### config.mk
export PLATFORM = sky130hd
export DESIGN_NAME = triplet_margin_loss_core
export DESIGN_NICKNAME = d
export VERILOG_FILES = /design/src/rtl/tml_pkg.sv /design/src/rtl/tml_front.sv /design/src/rtl/tml_queue.sv /design/src/rtl/tml_back.sv /design/src/rtl/triplet_margin_loss_core.sv
export SDC_FILE = /design/constraint.sdc
export NUM_CORES = 2
export LEC_CHECK = 0
export BUFFER_PORTS_ARGS = -buffer_cell sky130_fd_sc_hd__buf_2
export CAP_MARGIN = 15
export CELL_PAD_IN_SITES_DETAIL_PLACEMENT = 0
export CELL_PAD_IN_SITES_GLOBAL_PLACEMENT = 1
export CORE_UTILIZATION = 47
export CTS_BUF_LIST = sky130_fd_sc_hd__clkbuf_16
export CTS_CLUSTER_DIAMETER = 150
export DETAILED_ROUTE_END_ITERATION = 12
export GPL_TIMING_DRIVEN = 0
export PLACE_DENSITY_LB_ADDON = 0.1
export SLEW_MARGIN = 15
export SYNTH_ARGS = -nofsm -noshare
export SYNTH_HDL_FRONTEND = slang
export SYNTH_SLANG_ARGS = --single-unit
### constraint.sdc
create_clock -name aclk -period 26.3 [get_ports aclk]
set_input_delay 2.63 -clock aclk [delete_from_list [all_inputs] [get_ports aclk]]
set_output_delay 2.63 -clock aclk [all_outputs]
set_load 0.1 [all_outputs]
### src/rtl/tml_pkg.sv
package tml_pkg;

    // Fixed field widths
    localparam int WEIGHT_WIDTH    = 16;
    localparam int WEIGHT_FRAC     = 15;
    localparam int LOSS_WIDTH      = 47;
    localparam int MARGIN_WIDTH    = 32;
    localparam int BSIZE_WIDTH     = 11;
    localparam int HINGE_WIDTH     = 64;
    localparam int HALF_WIDTH      = 32;
    localparam int CFG_INDEX_WIDTH = 1;
    localparam int CFG_DATA_WIDTH  = 32;
    localparam int M_TDATA_WIDTH   = ((2 * LOSS_WIDTH + 7) / 8) * 8;

    // Register indexes
    localparam logic [CFG_INDEX_WIDTH-1:0] REG_MARGIN     = 1'b0;
    localparam logic [CFG_INDEX_WIDTH-1:0] REG_BATCH_SIZE = 1'b1;

    // Register reset values
    localparam logic [MARGIN_WIDTH-1:0] MARGIN_RESET = 32'd16777216;
    localparam logic [BSIZE_WIDTH-1:0]  BSIZE_RESET  = 11'd1;

    localparam logic [LOSS_WIDTH-1:0] LOSS_MAX = {LOSS_WIDTH{1'b1}};

    typedef enum logic [2:0] {
        ST_IDLE,
        ST_HINGE,
        ST_MUL_HI,
        ST_MUL_LO,
        ST_LOSS,
        ST_BATCH,
        ST_DIV,
        ST_EMIT
    } back_state_t;

endpackage

### src/rtl/tml_front.sv
module tml_front #(
    parameter int DATA_WIDTH = 16,
    parameter int ACC_WIDTH  = 48
) (
    input  logic                                  aclk,
    input  logic                                  aresetn,
    input  logic                                  in_take,
    input  logic [DATA_WIDTH-1:0]                 anchor_value,
    input  logic [DATA_WIDTH-1:0]                 positive_value,
    input  logic [DATA_WIDTH-1:0]                 negative_value,
    input  logic [tml_pkg::WEIGHT_WIDTH-1:0]      sample_weight,
    input  logic                                  last_of_sample,
    input  logic                                  last_of_batch,
    output logic [1:0]                            inflight,
    output logic                                  push,
    output logic [ACC_WIDTH-1:0]                  push_dist_pos,
    output logic [ACC_WIDTH-1:0]                  push_dist_neg,
    output logic [tml_pkg::WEIGHT_WIDTH-1:0]      push_weight,
    output logic                                  push_last_batch
);

    localparam int SQ_W  = 2 * DATA_WIDTH;
    localparam int SUM_W = ((ACC_WIDTH > SQ_W) ? ACC_WIDTH : SQ_W) + 1;
    localparam logic [ACC_WIDTH-1:0] ACC_MAX = {ACC_WIDTH{1'b1}};

    logic [DATA_WIDTH:0]   diff_p, diff_n, neg_p, neg_n;
    logic [DATA_WIDTH-1:0] mag_p, mag_n;

    logic                              mag_valid_reg;
    logic [DATA_WIDTH-1:0]             mag_p_reg, mag_n_reg;
    logic [tml_pkg::WEIGHT_WIDTH-1:0]  mag_w_reg;
    logic                              mag_ls_reg, mag_lb_reg;

    logic                              sq_valid_reg;
    logic [SQ_W-1:0]                   sq_p_reg, sq_n_reg;
    logic [tml_pkg::WEIGHT_WIDTH-1:0]  sq_w_reg;
    logic                              sq_ls_reg, sq_lb_reg;

    logic [ACC_WIDTH-1:0] dist_pos_reg, dist_neg_reg;
    logic [ACC_WIDTH-1:0] dist_pos_next, dist_neg_next;
    logic [SUM_W-1:0]     sum_p, sum_n;
    logic [ACC_WIDTH-1:0] acc_p, acc_n;

    // Difference magnitudes always fit DATA_WIDTH bits
    assign diff_p = {anchor_value[DATA_WIDTH-1], anchor_value}
                  - {positive_value[DATA_WIDTH-1], positive_value};
    assign diff_n = {anchor_value[DATA_WIDTH-1], anchor_value}
                  - {negative_value[DATA_WIDTH-1], negative_value};
    assign neg_p  = -diff_p;
    assign neg_n  = -diff_n;
    assign mag_p  = diff_p[DATA_WIDTH] ? neg_p[DATA_WIDTH-1:0] : diff_p[DATA_WIDTH-1:0];
    assign mag_n  = diff_n[DATA_WIDTH] ? neg_n[DATA_WIDTH-1:0] : diff_n[DATA_WIDTH-1:0];

    // Saturating accumulate of the squares
    assign sum_p = SUM_W'(dist_pos_reg) + SUM_W'(sq_p_reg);
    assign sum_n = SUM_W'(dist_neg_reg) + SUM_W'(sq_n_reg);
    assign acc_p = (sum_p > SUM_W'(ACC_MAX)) ? ACC_MAX : sum_p[ACC_WIDTH-1:0];
    assign acc_n = (sum_n > SUM_W'(ACC_MAX)) ? ACC_MAX : sum_n[ACC_WIDTH-1:0];

    always_comb begin
        dist_pos_next = dist_pos_reg;
        dist_neg_next = dist_neg_reg;
        if (sq_valid_reg) begin
            if (sq_ls_reg) begin
                dist_pos_next = '0;
                dist_neg_next = '0;
            end else begin
                dist_pos_next = acc_p;
                dist_neg_next = acc_n;
            end
        end
    end

    assign push            = sq_valid_reg & sq_ls_reg;
    assign push_dist_pos   = acc_p;
    assign push_dist_neg   = acc_n;
    assign push_weight     = sq_w_reg;
    assign push_last_batch = sq_lb_reg;
    assign inflight        = {1'b0, mag_valid_reg} + {1'b0, sq_valid_reg};

    always_ff @(posedge aclk) begin
        if (!aresetn) begin
            mag_valid_reg <= 1'b0;
            sq_valid_reg  <= 1'b0;
            dist_pos_reg  <= '0;
            dist_neg_reg  <= '0;
        end else begin
            mag_valid_reg <= in_take;
            sq_valid_reg  <= mag_valid_reg;
            dist_pos_reg  <= dist_pos_next;
            dist_neg_reg  <= dist_neg_next;
        end
    end

    always_ff @(posedge aclk) begin
        mag_p_reg  <= mag_p;
        mag_n_reg  <= mag_n;
        mag_w_reg  <= sample_weight;
        mag_ls_reg <= last_of_sample;
        mag_lb_reg <= last_of_batch;
        sq_p_reg   <= SQ_W'(mag_p_reg) * SQ_W'(mag_p_reg);
        sq_n_reg   <= SQ_W'(mag_n_reg) * SQ_W'(mag_n_reg);
        sq_w_reg   <= mag_w_reg;
        sq_ls_reg  <= mag_ls_reg;
        sq_lb_reg  <= mag_lb_reg;
    end

endmodule

### src/rtl/tml_queue.sv
module tml_queue #(
    parameter int WIDTH = 113,
    parameter int DEPTH = 8
) (
    input  logic                         aclk,
    input  logic                         aresetn,
    input  logic                         push,
    input  logic [WIDTH-1:0]             push_data,
    input  logic                         pop,
    output logic [WIDTH-1:0]             pop_data,
    output logic                         empty,
    output logic [$clog2(DEPTH+1)-1:0]   count
);

    localparam int PTR_W = $clog2(DEPTH);
    localparam int CNT_W = $clog2(DEPTH + 1);

    logic [WIDTH-1:0] slot_reg [DEPTH];
    logic [PTR_W-1:0] wr_ptr_reg, rd_ptr_reg, wr_ptr_next, rd_ptr_next;
    logic [CNT_W-1:0] count_reg, count_next;

    always_comb begin
        wr_ptr_next = wr_ptr_reg;
        rd_ptr_next = rd_ptr_reg;
        count_next  = count_reg;
        if (push) begin
            wr_ptr_next = (wr_ptr_reg == PTR_W'(DEPTH - 1)) ? '0 : wr_ptr_reg + 1'b1;
        end
        if (pop) begin
            rd_ptr_next = (rd_ptr_reg == PTR_W'(DEPTH - 1)) ? '0 : rd_ptr_reg + 1'b1;
        end
        if (push && !pop) begin
            count_next = count_reg + 1'b1;
        end else if (pop && !push) begin
            count_next = count_reg - 1'b1;
        end
    end

    always_ff @(posedge aclk) begin
        if (!aresetn) begin
            wr_ptr_reg <= '0;
            rd_ptr_reg <= '0;
            count_reg  <= '0;
        end else begin
            wr_ptr_reg <= wr_ptr_next;
            rd_ptr_reg <= rd_ptr_next;
            count_reg  <= count_next;
        end
    end

    always_ff @(posedge aclk) begin
        if (push) begin
            slot_reg[wr_ptr_reg] <= push_data;
        end
    end

    assign pop_data = slot_reg[rd_ptr_reg];
    assign empty    = (count_reg == '0);
    assign count    = count_reg;

endmodule

### src/rtl/tml_back.sv
module tml_back #(
    parameter int ACC_WIDTH = 48
) (
    input  logic                                aclk,
    input  logic                                aresetn,
    input  logic                                q_empty,
    input  logic [ACC_WIDTH-1:0]                q_dist_pos,
    input  logic [ACC_WIDTH-1:0]                q_dist_neg,
    input  logic [tml_pkg::WEIGHT_WIDTH-1:0]    q_weight,
    input  logic                                q_last_batch,
    output logic                                q_pop,
    input  logic [tml_pkg::MARGIN_WIDTH-1:0]    margin,
    input  logic [tml_pkg::BSIZE_WIDTH-1:0]     batch_size,
    input  logic                                m_ready,
    output logic                                m_valid,
    output logic [tml_pkg::LOSS_WIDTH-1:0]      m_sample_loss,
    output logic                                m_hinge_active,
    output logic [tml_pkg::LOSS_WIDTH-1:0]      m_batch_loss,
    output logic                                m_batch_done
);

    localparam int POS_W    = ACC_WIDTH + 1;
    localparam int PROD_W   = tml_pkg::WEIGHT_WIDTH + tml_pkg::HALF_WIDTH;
    localparam int HI_SHIFT = tml_pkg::HALF_WIDTH - tml_pkg::WEIGHT_FRAC;
    localparam int TOP_KEEP = tml_pkg::LOSS_WIDTH - HI_SHIFT;
    localparam int R_W      = tml_pkg::LOSS_WIDTH + 1;
    localparam int BS_W     = ((ACC_WIDTH > tml_pkg::LOSS_WIDTH) ?
                               ACC_WIDTH : tml_pkg::LOSS_WIDTH) + 1;
    localparam int DV_W     = tml_pkg::BSIZE_WIDTH + 1;
    localparam int CNT_W    = $clog2(ACC_WIDTH);
    localparam logic [ACC_WIDTH-1:0] ACC_MAX = {ACC_WIDTH{1'b1}};

    tml_pkg::back_state_t state_reg, state_next;

    logic [POS_W-1:0]                   pos_reg, pos_next;
    logic [ACC_WIDTH-1:0]               dan_reg, dan_next;
    logic [tml_pkg::WEIGHT_WIDTH-1:0]   w_reg, w_next;
    logic                               lb_reg, lb_next;
    logic [tml_pkg::HINGE_WIDTH-1:0]    h_reg, h_next;
    logic                               act_reg, act_next;
    logic [PROD_W-1:0]                  top_reg, top_next, lo_reg, lo_next;
    logic [tml_pkg::LOSS_WIDTH-1:0]     loss_reg, loss_next;
    logic [ACC_WIDTH-1:0]               bacc_reg, bacc_next;
    logic [DV_W-1:0]                    rem_reg, rem_next;
    logic [ACC_WIDTH-1:0]               quo_reg, quo_next;
    logic [CNT_W-1:0]                   cnt_reg, cnt_next;

    logic                               out_valid_reg, out_valid_next;
    logic [tml_pkg::LOSS_WIDTH-1:0]     out_loss_reg, out_loss_next;
    logic                               out_act_reg, out_act_next;
    logic [tml_pkg::LOSS_WIDTH-1:0]     out_bl_reg, out_bl_next;
    logic                               out_done_reg, out_done_next;

    logic [POS_W-1:0]                   pos_sum, hdiff;
    logic                               hinge_on;
    logic [tml_pkg::HALF_WIDTH-1:0]     mul_op;
    logic [PROD_W-1:0]                  prod;
    logic [R_W-1:0]                     r_sum;
    logic [BS_W-1:0]                    bsum;
    logic [ACC_WIDTH-1:0]               bacc_sat;
    logic [tml_pkg::BSIZE_WIDTH-1:0]    bs_eff;
    logic [DV_W:0]                      rs, rs_sub, divisor;
    logic                               ge;
    logic [tml_pkg::LOSS_WIDTH-1:0]     quo_sat;

    // Margin add; clamped to ACC_MAX only when ACC_WIDTH reaches the 64-bit hinge width
    assign pos_sum  = POS_W'(q_dist_pos) + POS_W'(margin);
    assign hinge_on = pos_reg > POS_W'(dan_reg);
    assign hdiff    = pos_reg - POS_W'(dan_reg);

    // One shared 16x32 multiplier, upper half first
    assign mul_op = (state_reg == tml_pkg::ST_MUL_HI) ?
                    h_reg[tml_pkg::HINGE_WIDTH-1:tml_pkg::HALF_WIDTH] :
                    h_reg[tml_pkg::HALF_WIDTH-1:0];
    assign prod   = PROD_W'(w_reg) * PROD_W'(mul_op);

    assign r_sum = R_W'({top_reg[TOP_KEEP-1:0], {HI_SHIFT{1'b0}}})
                 + R_W'(lo_reg[PROD_W-1:tml_pkg::WEIGHT_FRAC]);

    assign bsum     = BS_W'(bacc_reg) + BS_W'(loss_reg);
    assign bacc_sat = (bsum > BS_W'(ACC_MAX)) ? ACC_MAX : bsum[ACC_WIDTH-1:0];

    // Restoring divide by twice the batch size, one quotient bit a cycle
    assign bs_eff  = (batch_size == '0) ? tml_pkg::BSIZE_WIDTH'(1) : batch_size;
    assign divisor = {1'b0, bs_eff, 1'b0};
    assign rs      = {rem_reg, quo_reg[ACC_WIDTH-1]};
    assign ge      = rs >= divisor;
    assign rs_sub  = rs - divisor;
    assign quo_sat = ((quo_reg >> tml_pkg::LOSS_WIDTH) != '0) ?
                     tml_pkg::LOSS_MAX : tml_pkg::LOSS_WIDTH'(quo_reg);

    always_comb begin
        state_next     = state_reg;
        pos_next       = pos_reg;
        dan_next       = dan_reg;
        w_next         = w_reg;
        lb_next        = lb_reg;
        h_next         = h_reg;
        act_next       = act_reg;
        top_next       = top_reg;
        lo_next        = lo_reg;
        loss_next      = loss_reg;
        bacc_next      = bacc_reg;
        rem_next       = rem_reg;
        quo_next       = quo_reg;
        cnt_next       = cnt_reg;
        out_loss_next  = out_loss_reg;
        out_act_next   = out_act_reg;
        out_bl_next    = out_bl_reg;
        out_done_next  = out_done_reg;
        out_valid_next = out_valid_reg & ~m_ready;
        q_pop          = 1'b0;

        case (state_reg)
            tml_pkg::ST_IDLE: begin
                if (!q_empty) begin
                    q_pop      = 1'b1;
                    pos_next   = ((ACC_WIDTH >= tml_pkg::HINGE_WIDTH) && pos_sum[ACC_WIDTH]) ?
                                 {1'b0, ACC_MAX} : pos_sum;
                    dan_next   = q_dist_neg;
                    w_next     = q_weight;
                    lb_next    = q_last_batch;
                    state_next = tml_pkg::ST_HINGE;
                end
            end
            tml_pkg::ST_HINGE: begin
                act_next   = hinge_on;
                h_next     = hinge_on ? tml_pkg::HINGE_WIDTH'(hdiff) : '0;
                state_next = tml_pkg::ST_MUL_HI;
            end
            tml_pkg::ST_MUL_HI: begin
                top_next   = prod;
                state_next = tml_pkg::ST_MUL_LO;
            end
            tml_pkg::ST_MUL_LO: begin
                lo_next    = prod;
                state_next = tml_pkg::ST_LOSS;
            end
            tml_pkg::ST_LOSS: begin
                loss_next  = ((top_reg[PROD_W-1:TOP_KEEP] != '0) ||
                              r_sum[tml_pkg::LOSS_WIDTH]) ?
                             tml_pkg::LOSS_MAX : r_sum[tml_pkg::LOSS_WIDTH-1:0];
                state_next = tml_pkg::ST_BATCH;
            end
            tml_pkg::ST_BATCH: begin
                if (lb_reg) begin
                    bacc_next  = '0;
                    quo_next   = bacc_sat;
                    rem_next   = '0;
                    cnt_next   = CNT_W'(ACC_WIDTH - 1);
                    state_next = tml_pkg::ST_DIV;
                end else begin
                    bacc_next  = bacc_sat;
                    state_next = tml_pkg::ST_EMIT;
                end
            end
            tml_pkg::ST_DIV: begin
                rem_next = ge ? rs_sub[DV_W-1:0] : rs[DV_W-1:0];
                quo_next = {quo_reg[ACC_WIDTH-2:0], ge};
                cnt_next = cnt_reg - 1'b1;
                if (cnt_reg == '0) begin
                    state_next = tml_pkg::ST_EMIT;
                end
            end
            tml_pkg::ST_EMIT: begin
                if (!out_valid_reg || m_ready) begin
                    out_valid_next = 1'b1;
                    out_loss_next  = loss_reg;
                    out_act_next   = act_reg;
                    out_bl_next    = lb_reg ? quo_sat : '0;
                    out_done_next  = lb_reg;
                    state_next     = tml_pkg::ST_IDLE;
                end
            end
            default: begin
                state_next = tml_pkg::ST_IDLE;
            end
        endcase
    end

    always_ff @(posedge aclk) begin
        if (!aresetn) begin
            state_reg     <= tml_pkg::ST_IDLE;
            bacc_reg      <= '0;
            out_valid_reg <= 1'b0;
        end else begin
            state_reg     <= state_next;
            bacc_reg      <= bacc_next;
            out_valid_reg <= out_valid_next;
        end
    end

    always_ff @(posedge aclk) begin
        pos_reg      <= pos_next;
        dan_reg      <= dan_next;
        w_reg        <= w_next;
        lb_reg       <= lb_next;
        h_reg        <= h_next;
        act_reg      <= act_next;
        top_reg      <= top_next;
        lo_reg       <= lo_next;
        loss_reg     <= loss_next;
        rem_reg      <= rem_next;
        quo_reg      <= quo_next;
        cnt_reg      <= cnt_next;
        out_loss_reg <= out_loss_next;
        out_act_reg  <= out_act_next;
        out_bl_reg   <= out_bl_next;
        out_done_reg <= out_done_next;
    end

    assign m_valid        = out_valid_reg;
    assign m_sample_loss  = out_loss_reg;
    assign m_hinge_active = out_act_reg;
    assign m_batch_loss   = out_bl_reg;
    assign m_batch_done   = out_done_reg;

endmodule

### src/rtl/triplet_margin_loss_core.sv
// Triplet margin loss over squared Euclidean distances, streamed per feature element.
//
// s_ channel: one item per feature element. s_tdata carries anchor, positive and
// negative (signed Q4.12) and the sample weight (Q1.15); s_tlast closes a triplet,
// s_tuser marks the last triplet of a batch (read only together with s_tlast).
// m_ channel: one item per triplet with the weighted hinge term and its active flag;
// m_tlast closes a batch and then m_tdata also carries the batch sum over twice the
// batch size. cfg_ writes margin (index 0) and batch_size (index 1); write only idle.
//
// The front end squares and accumulates one element per cycle (3-stage pipeline) and
// drops each finished triplet into a short queue. The back end handles one triplet at
// a time, stepping through hinge, multiply, loss, batch and emit states, plus the
// bit-serial divider when the triplet closes a batch. Short triplets are bounded by the
// back end; triplets of 7 or more elements stream at one element per cycle while the
// receiver keeps up and no batch end is in the divider.
// Reset clears all accumulators and the queue and loads margin 1.0 and batch size 1.
// When the receiver stalls, the result holds in the output register, the back end
// stops at its next result, the queue fills and s_tready then drops.
module triplet_margin_loss_core #(
    parameter int DATA_WIDTH  = 16,
    parameter int ACC_WIDTH   = 48,
    parameter int QUEUE_DEPTH = 8
) (
    input  logic                                    aclk,
    input  logic                                    aresetn,
    // anchor, positive, negative (DATA_WIDTH each), sample_weight (16), zero pad
    input  logic                                    s_tvalid,
    output logic                                    s_tready,
    input  logic [((3*DATA_WIDTH+16+7)/8)*8-1:0]    s_tdata,
    input  logic                                    s_tlast,  // last_of_sample
    input  logic                                    s_tuser,  // last_of_batch
    // sample_loss (47), batch_loss (47), zero pad
    output logic                                    m_tvalid,
    input  logic                                    m_tready,
    output logic [tml_pkg::M_TDATA_WIDTH-1:0]       m_tdata,
    output logic                                    m_tlast,  // batch_done
    output logic                                    m_tuser,  // hinge_active
    input  logic                                    cfg_valid,
    output logic                                    cfg_ready,
    input  logic [tml_pkg::CFG_INDEX_WIDTH-1:0]     cfg_index,
    input  logic [tml_pkg::CFG_DATA_WIDTH-1:0]      cfg_data
);

    localparam int ENTRY_W = 2 * ACC_WIDTH + tml_pkg::WEIGHT_WIDTH + 1;
    localparam int QC_W    = $clog2(QUEUE_DEPTH + 1);
    localparam int CR_W    = QC_W + 2;
    localparam int PAD_W   = tml_pkg::M_TDATA_WIDTH - 2 * tml_pkg::LOSS_WIDTH;

    logic [tml_pkg::MARGIN_WIDTH-1:0] margin_reg;
    logic [tml_pkg::BSIZE_WIDTH-1:0]  batch_size_reg;

    logic                              s_take;
    logic [1:0]                        inflight;
    logic                              push, pop, q_empty;
    logic [ACC_WIDTH-1:0]              push_dist_pos, push_dist_neg;
    logic [tml_pkg::WEIGHT_WIDTH-1:0]  push_weight;
    logic                              push_last_batch;
    logic [ENTRY_W-1:0]                push_entry, pop_entry;
    logic [QC_W-1:0]                   q_count;

    logic [tml_pkg::LOSS_WIDTH-1:0]    sample_loss, batch_loss;

    // Config registers; writes always land
    assign cfg_ready = 1'b1;

    always_ff @(posedge aclk) begin
        if (!aresetn) begin
            margin_reg     <= tml_pkg::MARGIN_RESET;
            batch_size_reg <= tml_pkg::BSIZE_RESET;
        end else if (cfg_valid) begin
            case (cfg_index)
                tml_pkg::REG_MARGIN:     margin_reg     <= cfg_data;
                tml_pkg::REG_BATCH_SIZE: batch_size_reg <= cfg_data[tml_pkg::BSIZE_WIDTH-1:0];
                default: ;
            endcase
        end
    end

    // Credit check: every item in the front pipeline may need a queue slot
    assign s_tready = (CR_W'(q_count) + CR_W'(inflight)) < CR_W'(QUEUE_DEPTH);
    assign s_take   = s_tvalid & s_tready;

    tml_front #(
        .DATA_WIDTH (DATA_WIDTH),
        .ACC_WIDTH  (ACC_WIDTH)
    ) u_front (
        .aclk            (aclk),
        .aresetn         (aresetn),
        .in_take         (s_take),
        .anchor_value    (s_tdata[DATA_WIDTH-1:0]),
        .positive_value  (s_tdata[2*DATA_WIDTH-1:DATA_WIDTH]),
        .negative_value  (s_tdata[3*DATA_WIDTH-1:2*DATA_WIDTH]),
        .sample_weight   (s_tdata[3*DATA_WIDTH+tml_pkg::WEIGHT_WIDTH-1:3*DATA_WIDTH]),
        .last_of_sample  (s_tlast),
        .last_of_batch   (s_tuser),
        .inflight        (inflight),
        .push            (push),
        .push_dist_pos   (push_dist_pos),
        .push_dist_neg   (push_dist_neg),
        .push_weight     (push_weight),
        .push_last_batch (push_last_batch)
    );

    assign push_entry = {push_last_batch, push_weight, push_dist_neg, push_dist_pos};

    tml_queue #(
        .WIDTH (ENTRY_W),
        .DEPTH (QUEUE_DEPTH)
    ) u_queue (
        .aclk      (aclk),
        .aresetn   (aresetn),
        .push      (push),
        .push_data (push_entry),
        .pop       (pop),
        .pop_data  (pop_entry),
        .empty     (q_empty),
        .count     (q_count)
    );

    tml_back #(
        .ACC_WIDTH (ACC_WIDTH)
    ) u_back (
        .aclk           (aclk),
        .aresetn        (aresetn),
        .q_empty        (q_empty),
        .q_dist_pos     (pop_entry[ACC_WIDTH-1:0]),
        .q_dist_neg     (pop_entry[2*ACC_WIDTH-1:ACC_WIDTH]),
        .q_weight       (pop_entry[ENTRY_W-2:2*ACC_WIDTH]),
        .q_last_batch   (pop_entry[ENTRY_W-1]),
        .q_pop          (pop),
        .margin         (margin_reg),
        .batch_size     (batch_size_reg),
        .m_ready        (m_tready),
        .m_valid        (m_tvalid),
        .m_sample_loss  (sample_loss),
        .m_hinge_active (m_tuser),
        .m_batch_loss   (batch_loss),
        .m_batch_done   (m_tlast)
    );

    assign m_tdata = {{PAD_W{1'b0}}, batch_loss, sample_loss};

endmodule

# After elaboration in Yosys (flattened, before gate mapping)
# Memory sizes are Yosys's and may differ from the RTL's. A register that Yosys moved wholly into a read port is not among the register bits.
# Cells that the tools add are included.
[word_totals]
inputBits = 104
elab_cells = 141
output_inout_bits = 101
register_bits = 819
memories = 1
ram_bits = 904
[op_classes]
add_sub_neg = 18
bitwise = 6
n_mux = 35
n_reduce_logical = 20
n_eq_ne = 13
order_cmp = 6
multipliers = 3
[mem_list]
columns = ["memory", "words", "width", "read_ports", "rd_clocked_by_memory_dff", "write_ports", "line", "text"]
rows = [
  ["u_queue.slot_reg", 8, 113, 1, 1, 1, "tml_queue.sv:18", "logic [WIDTH-1:0] slot_reg [DEPTH];"],
]
[ops]
columns = ["cell", "count"]
rows = [
  ["$mux 48", 7],
  ["$add 48x32->49", 3],
  ["$gt 49x48->1 const B", 3],
  ["$pmux 48 s2", 1],
  ["$mul 16x16->32", 2],
  ["$add 48x47->49", 1],
  ["$gt 49x48->1", 1],
  ["$sub 49x48->49", 1],
  ["$add 47x33->48", 1],
  ["$mul 16x32->48", 1],
  ["$mux 47", 1],
  ["$sub 16x16->17", 2],
  ["$mux 16", 2],
  ["$mux 32", 1],
  ["$neg 16->16", 2],
  ["$mux 12", 2],
  ["$pmux 12 s2", 1],
  ["$pmux 3 s8", 1],
  ["$mux 3", 7],
  ["$eq 3x3->1 const B", 6],
  ["$reduce_bool 18->1", 1],
  ["$ge 13x12->1", 1],
  ["$pmux 6 s2", 1],
  ["$sub 12x12->12", 1],
  ["other kinds (27)", 51],
]

# Longest topological paths before layout
[depth]
depth_word = 6
depth_mapped = 32
depth_no_buf = 28

# Hierarchy
# Synthesis repeated with hierarchy kept, for this count alone.
[unflattened]
hier_cells = 9073
hier_area_um2 = 106813.7
[by_module_without_submodules]
columns = ["module", "instances", "area_each_um2", "cells_per_inst", "seq_area_each_um2"]
rows = [
  ["tml_back", 1, 42719.7, 4284, 14674.1],
  ["tml_queue", 1, 34934.8, 1379, 27406.3],
  ["tml_front", 1, 27423.8, 3212, 4564.4],
  ["triplet_margin_loss_core", 1, 1735.4, 198, 860.8],
]

# Least setup slack after synthesis
# OpenSTA, ideal clock, no wires.
[synth_timing]
path_kind = "reg2reg"
startpoint = "register u_front.sq_valid_reg"
endpoint = "memory u_queue.slot_reg[0][0], enable pin"
path_stages_with_launch = 4
setup_ns = 0.862
slack_ns = 14.160
t_required_ns = 25.438
path_buffers = 1
t_arrival_ns = 11.278
period_less_slack_ns = 12.140
cell_sequence = "dfxtp_1 -> nand2_1 -> clkbuf_1 -> nor4_1"
[synth_via]
elab_chain_len = 3
[synth_lines]
columns = ["element", "line", "text"]
rows = [
  ["start: declaration", "tml_front.sv:34", "logic sq_valid_reg;"],
  ["start signal: assignment", "tml_front.sv:89", "sq_valid_reg <= mag_valid_reg;"],
  ["$and 1x1->1", "tml_front.sv:74", "assign push = sq_valid_reg & sq_ls_reg;"],
  ["$mux 1", "tml_queue.sv:52", "if (push) begin"],
  ["$mux 1 (not written as such)", "tml_queue.sv:53", "slot_reg[wr_ptr_reg] <= push_data;"],
  ["end: declaration", "tml_queue.sv:18", ""],
]
# No other way between the ends.

# Final worst setup path
[layout_timing]
startpoint = "register u_back.state_reg[1]"
endpoint = "register u_back.lo_reg[41], data pin"
[layout_via]
elab_chain_len = 3
[layout_lines]
columns = ["element", "line", "text"]
rows = [
  ["start: declaration", "tml_back.sv:33", "tml_pkg::back_state_t state_reg, state_next;"],
  ["start signal: assignment", "tml_back.sv:183", "state_reg <= tml_pkg::ST_IDLE;"],
  ["start signal: assignment", "tml_back.sv:187", "state_reg <= state_next;"],
  ["$eq 3x2->1", "tml_back.sv:72", "assign mul_op = (state_reg == tml_pkg::ST_MUL_HI) ?"],
  ["$mux 32", "tml_back.sv:72", ""],
  ["$mul 16x32->48", "tml_back.sv:75", "assign prod = PROD_W'(w_reg) * PROD_W'(mul_op);"],
  ["named net u_back.prod[41]", "tml_back.sv:57", "logic [PROD_W-1:0] prod;"],
  ["end signal: assignment", "tml_back.sv:201", "lo_reg <= lo_next;"],
  ["end: declaration", "tml_back.sv:41", "logic [PROD_W-1:0] top_reg, top_next, lo_reg, lo_next;"],
]
# The timed path passes the listed nets, and every way through them passes these cells.
# A chain may end at the register's enable or synchronous reset.

==> flow_metrics.py <==
metrics = {
    "synth": {
        "yosysWarningCount": 0,
        "syn_inst": 8865,
        "syn_area_um2": 105000,
        "seq_area_frac_synth_pct": 45.1,
        "synthTopCellsByArea": "edfxtp_1 (39%), fa_1 (14%), ha_1 (6.9%), dfxtp_1 (6.4%), mux4_2 (4.7%)",
        "ys_ff_latch": 1694,
        "synth_edf_count": 1358,
        "synth.avg_cell_area_um2": 11.9,
        "yosys.area.top_type": "edfxtp_1",
        "ys_types": 102,
        "synth_ff_type": "edfxtp_1",
        "async_flop_share_pct": 0,
        "synth_top_area_share_pct": 38.7,
    },
    "floorplan": {
        "core-area_um2": 223000,
        "fp-row-count": 173,
        "io_pins": 205,
        "die_y_um": 475,
        "die_area_um2": 226000,
        "die_x_um": 475,
        "start_util_pct": 47.3,
    },
    "timing": {
        "fmax_mhz": 98.4,
        "post-route-min-period_ps": 10160,
        "setup_tns_ps": 0,
        "rsz0062_at_grt": "no",
        "setup_viol": 0,
        "setup_slack_ps": 16140,
        "slew_violations": 0,
        "relSlewSlack_pct": 15.0,
        "worstMarginPinSlew_ps": 1280,
        "post-route-period-util_pct": 38.6,
        "hold_viol_final": 0,
        "clock-skew-final_ps": 78.1,
    },
    "hold_path": {
        "hold-path-endpoint": "u_front.push_weight[1]",
        "min_path_type": "reg -> reg",
        "hold_path_depth": 0,
        "hold_start": "u_front.mag_w_reg[1]",
    },
    "place": {
        "place.gp.congestion": 0.919,
        "dp_hpwl_um": 224000,
        "numPortBuffers": 201,
        "place_ws_ps": 16130,
    },
    "global_route": {
        "overflow": 0,
        "antenna_found_initial": 11,
        "grt_pass1_wl_um": 431000,
        "grt_start_max_net_pins": 83,
        "grt_use_total_pct": 25.4,
        "grt_pass1_vias": 70000,
    },
    "setup_path": {
        "cp-start-kind": "register",
        "cp_max_fo": 57,
        "cpPeakStageDelay_ps": 680,
        "reg2regPathDepth": 30,
        "cp.required_ps": 26880,
        "cp_common_cell": "fa_1",
        "worst_r2r_endpoint": "u_back.lo_reg[41]",
        "arrival_ps": 10740,
        "cp_slowest_cell": "clkbuf_4",
        "cp-startpoint": "u_back.state_reg[1]",
        "ff2ff_setup_slack_ps": 16140,
        "criticalPathCategory": "reg -> reg",
        "endpoint_kind": "register",
        "rr_startpoint": "u_back.state_reg[1]",
    },
    "clocking": {
        "htree_levels": 4,
        "clk_path_buf_depth": 3,
        "cts_tree": "built",
        "postCtsSetupRepairBufs": 0,
        "clockRootBuffer": "clkbuf_16",
        "clk_pin_slew_ps": 60,
        "clk-insertion-delay-late_ps": 860,
        "cts.sinks": 1694,
        "cts_resized": 0,
        "cts_hold_buf": 0,
        "cts_made_buffers": 182,
    },
    "final_layout": {
        "drive_above_1_share_pct": 11.3,
        "syn_to_final_growth_pct": 11.8,
        "fill_cells": 19600,
        "multi_input_area_um2": 52200,
        "layout.nets": 10800,
        "register_area_um2": 47500,
        "largest_reg_flops": 904,
    },
    "drt": {
        "vias": 67900,
        "drc": 0,
        "routed_wl_um": 284000,
        "drtAntennaViolNets": 0,
        "via_per_inst": 5.42,
        "drt_iter0_drc": 4596,
        "wire_per_inst_um": 22.7,
        "dr.pass1.iters": 8,
    },
    "flow_run": {
        "cap_viol_max_count": 0,
    },
    "run_status": {
        "status": "completed",
    },
}
[synth_stat cells (224+ instances only)]
| cell | n |
|---|---|
| dfxtp_1 | 336 |
| ha_1 | 581 |
| a21oi_1 | 362 |
| xnor2_1 | 250 |
| o21ai_0 | 224 |
| edfxtp_1 | 1358 |
| fa_1 | 754 |
| inv_1 | 1114 |
| clkbuf_1 | 294 |
| and2_1 | 276 |
| nor2_1 | 378 |
| nand2_1 | 921 |
[layer usage]
layer	track usage, %	wire (µm)	part of all wire [%]
met5	0	34	0.012
met4	9.18	10800	3.8
met3	2.89	12600	4.4
met2	43.5	140000	49
met1	33.4	121000	42
[through the flow]
| stage | std cells | instance area, µm² | hold WS, ps | utilization, % |
|---|---|---|---|---|
| detailed placement | 12200 | 112000 | 312 | 50.2 |
| global placement | 12000 | 110000 | 313 | 49.4 |
| global route | 12500 | 118000 | 312 | 52.9 |
| finish | 12500 | 118000 | 321 | 52.9 |
| floorplan | 8866 | 105000 | 310 | - |
| CTS | 12500 | 118000 | 313 | 52.9 |
[cells in the final DEF (no fill, tap or decap), types with 221 or more instances in the layout]
cell type  count
edfxtp_1    1358
inv_1       1150
nand2_1      921
fa_1         754
ha_1         581
nor2_1       373
a21oi_1      362
dfxtp_1      336
clkbuf_1     287
and2_1       276
buf_2        258
xnor2_1      250
o21ai_0      223
mux4_2       221
[worst max-delay path, delay by kind of cell (launching register included)]
kind	cells	cell delay [ps]
xor gates and xnor gates	1	260
and+or+nand+nor	4	1250
buffers and inverters	9	2490
DFF	1	310
AOI/OAI and AO/OA	9	2160
adders and majority gates	7	3390
[cell families after synthesis]
kind of cell / count (synthesis) / synth area share (%)
buf+inv: 1475 / 5.36
simple gates: 2235 / 10.1
fa+ha+maj: 1335 / 21.2
mux: 365 / 6.31
flops: 1694 / 45.1
other cells: 2 / 0.00713
xor+xnor: 386 / 3.21
compound gates: 1373 / 8.65
[how the worst max path moves through the flow]
stage	end	slack, ps
6_report	u_back.lo_reg[41]	16140
5_1_grt	u_back.lo_reg[47]	15490
4_1_cts	u_back.lo_reg[47]	16080
3_5_place_dp	u_back.lo_reg[47]	16130
3_3_place_gp	u_queue.slot_reg[0][107]	1880
2_1_floorplan	u_queue.slot_reg[0][0]	14160
[cell type report]
class | count | area share, %
flip-flops and latches | 1694 | 40.4
diodes | 8 | 0.0170
inverters | 1116 | 3.56
well taps | 2975 | 3.16
multi-input cells | 5697 | 44.4
plain buffers | 359 | 1.25
clock inverters | 162 | 1.30
clock buffers | 183 | 3.89
repair buffers | 329 | 2.11
Power is left out: the tool's default activity adds up to more than one toggle a clock period on the data nets, which glitch-free logic cannot reach.
